--- src/rtl/hsvled_pkg.sv ---
// ----------------------------------------------------------------------------
// hsvled_pkg
// Shared types and constants for the HSV to RGB LED word converter.
// ----------------------------------------------------------------------------
package hsvled_pkg;

    localparam int unsigned CFG_IDX_W = 2;
    localparam int unsigned GAIN_W    = 16;
    localparam int unsigned HUE_W     = 16;
    localparam int unsigned FRAC_W    = 9;   // saturation, value, chroma, x, m
    localparam int unsigned CHAN_W    = 8;

    // Configuration register indexes.
    localparam logic [CFG_IDX_W-1:0] REG_RED_GAIN   = 2'd0;
    localparam logic [CFG_IDX_W-1:0] REG_GREEN_GAIN = 2'd1;
    localparam logic [CFG_IDX_W-1:0] REG_BLUE_GAIN  = 2'd2;

    localparam logic [GAIN_W-1:0] GAIN_UNITY = 16'd256;
    localparam logic [FRAC_W-1:0] FRAC_ONE   = 9'd256;
    localparam logic [9:0]        HUE_SECTOR = 10'd960;

    // Hue sectors of 60 degrees each.
    localparam logic [2:0] SECT_RED_YEL   = 3'd0;
    localparam logic [2:0] SECT_YEL_GRN   = 3'd1;
    localparam logic [2:0] SECT_GRN_CYN   = 3'd2;
    localparam logic [2:0] SECT_CYN_BLU   = 3'd3;
    localparam logic [2:0] SECT_BLU_MAG   = 3'd4;

    typedef struct packed {
        logic [GAIN_W-1:0] red;
        logic [GAIN_W-1:0] green;
        logic [GAIN_W-1:0] blue;
    } t_gains;

    // One beat leaving the chroma pipeline.
    typedef struct packed {
        logic              valid;
        logic [FRAC_W-1:0] red;
        logic [FRAC_W-1:0] green;
        logic [FRAC_W-1:0] blue;
        logic [FRAC_W-1:0] m;
    } t_chroma_beat;

endpackage

--- src/rtl/hsvled_cfg.sv ---
// ----------------------------------------------------------------------------
// hsvled_cfg
// Channel gain registers, written through the configuration channel.
// ----------------------------------------------------------------------------
module hsvled_cfg
    import hsvled_pkg::*;
(
    input  logic                 i_clk,
    input  logic                 i_rst_n,
    input  logic                 i_wr_en,
    input  logic [CFG_IDX_W-1:0] i_wr_index,
    input  logic [GAIN_W-1:0]    i_wr_data,
    output t_gains               o_gains
);

    t_gains r_gains;

    always_ff @(posedge i_clk) begin
        if (!i_rst_n) begin
            r_gains.red   <= GAIN_UNITY;
            r_gains.green <= GAIN_UNITY;
            r_gains.blue  <= GAIN_UNITY;
        end else if (i_wr_en) begin
            case (i_wr_index)
                REG_RED_GAIN:   r_gains.red   <= i_wr_data;
                REG_GREEN_GAIN: r_gains.green <= i_wr_data;
                REG_BLUE_GAIN:  r_gains.blue  <= i_wr_data;
                default: ;
            endcase
        end
    end

    assign o_gains = r_gains;

endmodule

--- src/rtl/hsvled_chroma.sv ---
// ----------------------------------------------------------------------------
// hsvled_chroma
// Four-stage pipeline from hue, saturation and value to the unscaled
// red, green and blue components and the common offset m.
// ----------------------------------------------------------------------------
module hsvled_chroma
    import hsvled_pkg::*;
(
    input  logic              i_clk,
    input  logic              i_rst_n,
    input  logic              i_valid,
    input  logic [HUE_W-1:0]  i_hue,
    input  logic [FRAC_W-1:0] i_saturation,
    input  logic [FRAC_W-1:0] i_brightness,
    output t_chroma_beat      o_beat
);

    // Stage 1: quotient of hue by one sector, clamps.
    logic              r1_valid;
    logic [6:0]        r1_q;
    logic [HUE_W-1:0]  r1_hue;
    logic [FRAC_W-1:0] r1_s;
    logic [FRAC_W-1:0] r1_v;
    logic [6:0]        n1_q;
    logic [20:0]       n1_qprod;

    // hue/960 = (hue>>6)/15; the reciprocal 1093/2^14 is exact below 1490.
    assign n1_qprod = {1'b0, i_hue[15:6]} * 21'd1093;
    assign n1_q     = n1_qprod[20:14];

    always_ff @(posedge i_clk) begin
        if (!i_rst_n) begin
            r1_valid <= 1'b0;
        end else begin
            r1_valid <= i_valid;
        end
    end

    always_ff @(posedge i_clk) begin
        r1_q   <= n1_q;
        r1_hue <= i_hue;
        r1_s   <= (i_saturation > FRAC_ONE) ? FRAC_ONE : i_saturation;
        r1_v   <= (i_brightness > FRAC_ONE) ? FRAC_ONE : i_brightness;
    end

    // Stage 2: sector, position in sector, chroma.
    logic              r2_valid;
    logic [2:0]        r2_sector;
    logic [9:0]        r2_f;
    logic [FRAC_W-1:0] r2_c;
    logic [FRAC_W-1:0] r2_v;
    logic [12:0]       n2_turns_prod;
    logic [4:0]        n2_turns;
    logic [7:0]        n2_sector_w;
    logic [16:0]       n2_qbase;
    logic [16:0]       n2_f_w;
    logic [17:0]       n2_vs;

    // The sector index wraps every full turn: q mod 6, with q/6 as (q*43)>>8.
    assign n2_turns_prod = {6'd0, r1_q} * 13'd43;
    assign n2_turns      = n2_turns_prod[12:8];
    assign n2_sector_w   = {1'b0, r1_q} - ({3'd0, n2_turns} * 8'd6);
    assign n2_qbase      = {10'd0, r1_q} * {7'd0, HUE_SECTOR};
    assign n2_f_w        = {1'b0, r1_hue} - n2_qbase;
    assign n2_vs         = {9'd0, r1_v} * {9'd0, r1_s};

    always_ff @(posedge i_clk) begin
        if (!i_rst_n) begin
            r2_valid <= 1'b0;
        end else begin
            r2_valid <= r1_valid;
        end
    end

    always_ff @(posedge i_clk) begin
        r2_sector <= n2_sector_w[2:0];
        r2_f      <= n2_f_w[9:0];
        r2_c      <= n2_vs[16:8];
        r2_v      <= r1_v;
    end

    // Stage 3: chroma times the rising or falling ramp.
    logic              r3_valid;
    logic [17:0]       r3_prod;
    logic [FRAC_W-1:0] r3_c;
    logic [FRAC_W-1:0] r3_m;
    logic [2:0]        r3_sector;
    logic [9:0]        n3_ramp;
    logic [18:0]       n3_prod;

    assign n3_ramp = r2_sector[0] ? (HUE_SECTOR - r2_f) : r2_f;
    assign n3_prod = {10'd0, r2_c} * {9'd0, n3_ramp};

    always_ff @(posedge i_clk) begin
        if (!i_rst_n) begin
            r3_valid <= 1'b0;
        end else begin
            r3_valid <= r2_valid;
        end
    end

    always_ff @(posedge i_clk) begin
        r3_prod   <= n3_prod[17:0];
        r3_c      <= r2_c;
        r3_m      <= r2_v - r2_c;
        r3_sector <= r2_sector;
    end

    // Stage 4: x = prod/960 as (prod>>6)/15, then route by sector.
    t_chroma_beat      r4_beat;
    logic [28:0]       n4_xprod;
    logic [FRAC_W-1:0] n4_x;
    logic [FRAC_W-1:0] n4_r;
    logic [FRAC_W-1:0] n4_g;
    logic [FRAC_W-1:0] n4_b;

    // 4370/2^16 is exact for every product up to 256*960.
    assign n4_xprod = {17'd0, r3_prod[17:6]} * 29'd4370;
    assign n4_x     = n4_xprod[24:16];

    always_comb begin
        case (r3_sector)
            SECT_RED_YEL: begin
                n4_r = r3_c; n4_g = n4_x; n4_b = '0;
            end
            SECT_YEL_GRN: begin
                n4_r = n4_x; n4_g = r3_c; n4_b = '0;
            end
            SECT_GRN_CYN: begin
                n4_r = '0; n4_g = r3_c; n4_b = n4_x;
            end
            SECT_CYN_BLU: begin
                n4_r = '0; n4_g = n4_x; n4_b = r3_c;
            end
            SECT_BLU_MAG: begin
                n4_r = n4_x; n4_g = '0; n4_b = r3_c;
            end
            default: begin
                n4_r = r3_c; n4_g = '0; n4_b = n4_x;
            end
        endcase
    end

    always_ff @(posedge i_clk) begin
        if (!i_rst_n) begin
            r4_beat.valid <= 1'b0;
        end else begin
            r4_beat.valid <= r3_valid;
        end
    end

    always_ff @(posedge i_clk) begin
        r4_beat.red   <= n4_r;
        r4_beat.green <= n4_g;
        r4_beat.blue  <= n4_b;
        r4_beat.m     <= r3_m;
    end

    assign o_beat = r4_beat;

endmodule

--- src/rtl/hsvled_chan.sv ---
// ----------------------------------------------------------------------------
// hsvled_chan
// Two-stage channel finish: gain, add offset, scale to 255 and saturate.
// ----------------------------------------------------------------------------
module hsvled_chan
    import hsvled_pkg::*;
(
    input  logic              i_clk,
    input  logic              i_rst_n,
    input  logic              i_valid,
    input  logic [FRAC_W-1:0] i_chan,
    input  logic [FRAC_W-1:0] i_m,
    input  logic [GAIN_W-1:0] i_gain,
    output logic              o_valid,
    output logic [CHAN_W-1:0] o_level
);

    logic              r_valid1;
    logic [15:0]       r_gained;
    logic [FRAC_W-1:0] r_m;
    logic [24:0]       n_gprod;

    assign n_gprod = {16'd0, i_chan} * {9'd0, i_gain};

    always_ff @(posedge i_clk) begin
        if (!i_rst_n) begin
            r_valid1 <= 1'b0;
        end else begin
            r_valid1 <= i_valid;
        end
    end

    // A 9-bit channel of at most 256 keeps the gained value within 16 bits.
    always_ff @(posedge i_clk) begin
        r_gained <= n_gprod[23:8];
        r_m      <= i_m;
    end

    logic              r_valid2;
    logic [CHAN_W-1:0] r_level;
    logic [16:0]       n_sum;
    logic [24:0]       n_scaled;
    logic [16:0]       n_val;

    assign n_sum    = {1'b0, r_gained} + {8'd0, r_m};
    assign n_scaled = {n_sum, 8'd0} - {8'd0, n_sum};
    assign n_val    = n_scaled[24:8];

    always_ff @(posedge i_clk) begin
        if (!i_rst_n) begin
            r_valid2 <= 1'b0;
        end else begin
            r_valid2 <= r_valid1;
        end
    end

    always_ff @(posedge i_clk) begin
        r_level <= (n_val > 17'd255) ? 8'd255 : n_val[7:0];
    end

    assign o_valid = r_valid2;
    assign o_level = r_level;

endmodule

--- src/rtl/hsv_to_rgb_led_word_core.sv ---
// ----------------------------------------------------------------------------
// hsv_to_rgb_led_word_core
// HSV to 8-bit RGB with per-channel gain and a packed green-red-blue word.
//
//   Channel   Direction  Handshake                 Beat
//   input     in         i_start & !o_busy         hue, saturation, brightness
//   result    out        o_valid (one cycle)       red, green, blue, led_word
//   config    in         i_cfg_valid & o_cfg_ready gain index and data
//
// A new color is taken every cycle; o_busy never rises.
// Each result passes through four chroma stages, then two channel stages.
// Reset clears the pipeline valid bits and sets all gains to unity.
// The receiver cannot stall, so results never wait.
// ----------------------------------------------------------------------------
module hsv_to_rgb_led_word_core
    import hsvled_pkg::*;
(
    input  logic                 i_clk,
    input  logic                 i_rst_n,
    input  logic                 i_start,
    output logic                 o_busy,
    input  logic [HUE_W-1:0]     i_hue,
    input  logic [FRAC_W-1:0]    i_saturation,
    input  logic [FRAC_W-1:0]    i_brightness,
    output logic                 o_valid,
    output logic [CHAN_W-1:0]    o_red,
    output logic [CHAN_W-1:0]    o_green,
    output logic [CHAN_W-1:0]    o_blue,
    output logic [23:0]          o_led_word,
    input  logic                 i_cfg_valid,
    output logic                 o_cfg_ready,
    input  logic [CFG_IDX_W-1:0] i_cfg_index,
    input  logic [GAIN_W-1:0]    i_cfg_data
);

    t_gains       gains;
    t_chroma_beat chroma;
    logic         red_valid;
    logic         green_valid;
    logic         blue_valid;

    assign o_busy      = 1'b0;
    assign o_cfg_ready = 1'b1;

    hsvled_cfg u_cfg (
        .i_clk      (i_clk),
        .i_rst_n    (i_rst_n),
        .i_wr_en    (i_cfg_valid & o_cfg_ready),
        .i_wr_index (i_cfg_index),
        .i_wr_data  (i_cfg_data),
        .o_gains    (gains)
    );

    hsvled_chroma u_chroma (
        .i_clk        (i_clk),
        .i_rst_n      (i_rst_n),
        .i_valid      (i_start & ~o_busy),
        .i_hue        (i_hue),
        .i_saturation (i_saturation),
        .i_brightness (i_brightness),
        .o_beat       (chroma)
    );

    hsvled_chan u_red (
        .i_clk   (i_clk),
        .i_rst_n (i_rst_n),
        .i_valid (chroma.valid),
        .i_chan  (chroma.red),
        .i_m     (chroma.m),
        .i_gain  (gains.red),
        .o_valid (red_valid),
        .o_level (o_red)
    );

    hsvled_chan u_green (
        .i_clk   (i_clk),
        .i_rst_n (i_rst_n),
        .i_valid (chroma.valid),
        .i_chan  (chroma.green),
        .i_m     (chroma.m),
        .i_gain  (gains.green),
        .o_valid (green_valid),
        .o_level (o_green)
    );

    hsvled_chan u_blue (
        .i_clk   (i_clk),
        .i_rst_n (i_rst_n),
        .i_valid (chroma.valid),
        .i_chan  (chroma.blue),
        .i_m     (chroma.m),
        .i_gain  (gains.blue),
        .o_valid (blue_valid),
        .o_level (o_blue)
    );

    // The three channel pipelines run in lockstep.
    assign o_valid    = red_valid & green_valid & blue_valid;
    assign o_led_word = {o_green, o_red, o_blue};

endmodule

--- config.mk ---
export PLATFORM = sky130hd
export DESIGN_NAME = hsv_to_rgb_led_word_core
export DESIGN_NICKNAME = d
export VERILOG_FILES = /design/src/rtl/hsvled_pkg.sv /design/src/rtl/hsvled_cfg.sv /design/src/rtl/hsvled_chroma.sv /design/src/rtl/hsvled_chan.sv /design/src/rtl/hsv_to_rgb_led_word_core.sv
export SDC_FILE = /design/constraint.sdc
export NUM_CORES = 2
export LEC_CHECK = 0
export BUFFER_PORTS_ARGS = -buffer_cell sky130_fd_sc_hd__buf_4
export CELL_PAD_IN_SITES_DETAIL_PLACEMENT = 0
export CELL_PAD_IN_SITES_GLOBAL_PLACEMENT = 1
export CORE_MARGIN = 5
export CORE_UTILIZATION = 46
export DETAILED_ROUTE_END_ITERATION = 10
export PLACE_DENSITY = 0.78
export SYNTH_ARGS = -nofsm -noshare
export SYNTH_HDL_FRONTEND = slang
export SYNTH_SLANG_ARGS = --single-unit
--- constraint.sdc ---
create_clock -name i_clk -period 12.4 [get_ports i_clk]
set_input_delay 1.86 -clock i_clk [delete_from_list [all_inputs] [get_ports i_clk]]
set_output_delay 1.86 -clock i_clk [all_outputs]
set_load 0.005 [all_outputs]
==> results.cfg <==
[critical_path]
slowest_delay_ns = 0.57
crit_family = adder cells
critPathMaxFanout = 9
arrival_ns = 6.61
r2r-start = u_chroma.r2_f[0]$_DFF_P_
crit_buf_inv = 4
crit_path_end_kind = flop
cp-startpoint = u_chroma.r2_f[0]$_DFF_P_
start_kind = flop
crit_slowest_cell = xnor2_1
cp.required_ns = 12.81
criticalPathCategory = reg -> reg

[routing]
vias_per_cell = 5.12
top_layer = met4
route.detailed.drc = 0
drt_pass1_iterations = 5
wl_um = 72700
wl_met3_um = 2780
drt_iter0_markers = 1081
wl_met1_um = 33300
ant_nets = 0
wl_per_cell_um = 16.1
vias = 23188
wl_met2_um = 34800

[pwr]
p_sw_mw = 4.62
p_total_mw = 9.24
comb_power_share_pct = 71.9
power.share.sequential_pct = 17.0
switching_share_pct = 50.0
intPower_mw = 4.62
powerDensity_mw_per_mm2 = 270
clockPowerShare_pct = 11.1
p_leak_nw = 16.4
ir_drop_v = 0.000327

[die]
num_rows = 96
die_w_um = 273
start_util_pct = 46.4
die_height_um = 273
ios = 107
core_area_sq_mm = 0.0686
die_area_sq_mm = 0.0746

[placement]
placed_cell_area_sq_mm = 0.0331
gp_congestion = 0.825
place_ws_ns = 6.17
port_buffers = 104
detailed_place_hpwl_um = 58500

[grt]
grt_overflow_total = 0
grt_pass1_wl_um = 122000
grt_max_degree = 55
grt_util_all_layers_pct = 19.8
grt_antenna_before_repair = 3
grt_pass1_vias = 23634

[layout]
final_cell_mix = nand2_1, inv_1, fa_1, ha_1, dfxtp_1
layout-drive-gt1-share_pct = 6.37
layout.nets = 4403
final_common_cell = nand2_1
stdcell_area_sq_mm = 0.0342
syn_to_final_growth_pct = 7.54
num_antenna_cells = 0

[clock_tree]
cts-hold-fix-buffers = 0
h-tree-depth = 2
cts_root_buffer = clkbuf_16
cts_max_path_buffers = 3
clk_latency_ns = 0.55
clk_pin_slew_ns = 0.06
cts_tree = built
cts_inserted_buffers = 35
cts_setup_buffers = 0
cts_resized = 0
clock_sinks = 270

[sta]
relSlewSlack_pct = 39.1
skew_ns = 0.0189
worst_pin_slew_ns = 0.912
rsz0062_at_grt = no
setup_viol = 0
worst_slack_ns = 6.20
final_hold_viol_count = 0
fmax_ghz = 0.161
fin_crit_ns = 6.20
period_share_pct = 50.0
tns_ns = 0
finalMaxSlewViolations = 0

[synth]
yosysSeqAreaShare_pct = 17.0
syn_nets = 4419
syn_inst = 3586
yosysWarnings = 0
ys_types = 107
syn_area_sq_mm = 0.0318
async_flop_share_pct = 0
synth_seq_cells = 270
synthFlopType = dfxtp_1
postSynthAreaPerCell_sq_um = 8.88
synth-edff-count = 0

[flow_run]
maxCapViolations = 0

[min_path]
hp-class = reg -> reg
hp-start = u_chroma.r2_sector[1]$_DFF_P_

[run_status]
status = complete, no violations
==> metrics by stage <==
stage	utilization, %	hold WS, ns	instances
6_report	49.9	0.323	4527
5_1_grt	49.9	0.330	4527
4_1_cts	49.9	0.326	4527
3_5_place_dp	48.3	0.312	4464
3_3_place_gp	48.3	0.310	4464
2_1_floorplan	-	0.310	3586
==> power groups by stage <==
stage | Clock, mW | Sequential [mW] | Combinational, mW
final | 1.02 | 1.57 | 6.65
after global routing | 1.09 | 1.61 | 7.67
after CTS | 1.05 | 1.58 | 6.71
after detailed placement | 0 | 1.59 | 6.66
after global placement | 0 | 1.60 | 6.61
after floorplan | 0 | 1.30 | 5.46
==> cells by family (layout without fill, tap and decap cells) <==
logic type,after synthesis,count (layout),synth area share (%)
AOI/OAI and AO/OA,435,435,9.98
xor gates and xnor gates,183,183,5.23
adders and majority gates,781,781,40.6
buffers and inverters,721,731,8.91
DFF,270,270,17.0
muxes,12,12,0.393
other,2,2,0.0236
and+or+nand+nor,1182,1182,17.9
==> sequential cells by signal, summed over array words and instances, names as in the netlist, 3 cells and up <==
name,flops
u_chroma.r3_m,9
u_chroma.r2_v,9
u_chroma.r1_s,9
u_blue.r_gained,16
u_red.r_gained,16
u_green.r_gained,16
u_cfg.o_gains,48
u_chroma.o_beat,37
u_chroma.r1_q,7
u_chroma.r3_c,9
u_green.r_m,9
u_chroma.r1_v,9
u_chroma.r3_sector,3
u_chroma.r1_hue,10
u_chroma.r3_prod,12
u_blue.o_level,8
u_chroma.r2_sector,3
u_red.o_level,8
u_chroma.r2_f,10
u_chroma.r2_c,9
u_green.o_level,8
==> final timing paths <==
kind                                         to  slack, ns  depth (start not counted)
hold reg to reg   u_chroma.r3_sector[1]$_DFF_P_       0.32                          0
setup / recovery   u_chroma.r3_prod[15]$_DFF_P_       6.20                         25
hold / removal    u_chroma.r3_sector[1]$_DFF_P_       0.32                          0
setup reg to reg   u_chroma.r3_prod[15]$_DFF_P_       6.20                         25
==> metal layers <==
metal	vias up	global-route usage [%]
li1	11397	-
met1	11303	26.7
met2	392	34.1
met3	96	2.27
met4	0	5.06
met5	-	0
==> cell usage after synthesis, types with 8 or more instances <==
master	n	area, sq um
a31oi_1	13	81.3
a21boi_0	54	405
inv_1	559	2100
xor2_1	55	482
clkbuf_1	123	462
fa_1	421	8430
a21oi_1	92	460
mux2i_1	8	80.1
a22o_1	13	114
and3_1	24	150
a211oi_1	16	120
and2_1	215	1350
o31ai_1	9	67.6
nor3b_1	13	97.6
or3_1	8	50.1
ha_1	356	4450
nand4_1	25	156
a21o_1	37	278
nor2_1	120	450
xnor2_1	123	1080
buf_4	27	203
o21a_1	23	173
nand2b_1	13	81.3
o21ai_0	52	260
o21bai_1	11	82.6
dfxtp_1	270	5410
nor3_1	42	210
nand3_1	41	205
nor2b_1	38	238
nand2_1	584	2190
==> area by class of cell <==
cell class | count | area [sq um]
Clock buffer | 46 | 978
Clock inverter | 17 | 178
Multi-Input combinational cell | 2595 | 23600
Fill cell | 6602 | 34300
Inverter | 559 | 2100
Sequential cell | 270 | 5410
Timing Repair Buffer | 109 | 818
Tap cell | 931 | 1160
Power figures use the tool's default switching activity.
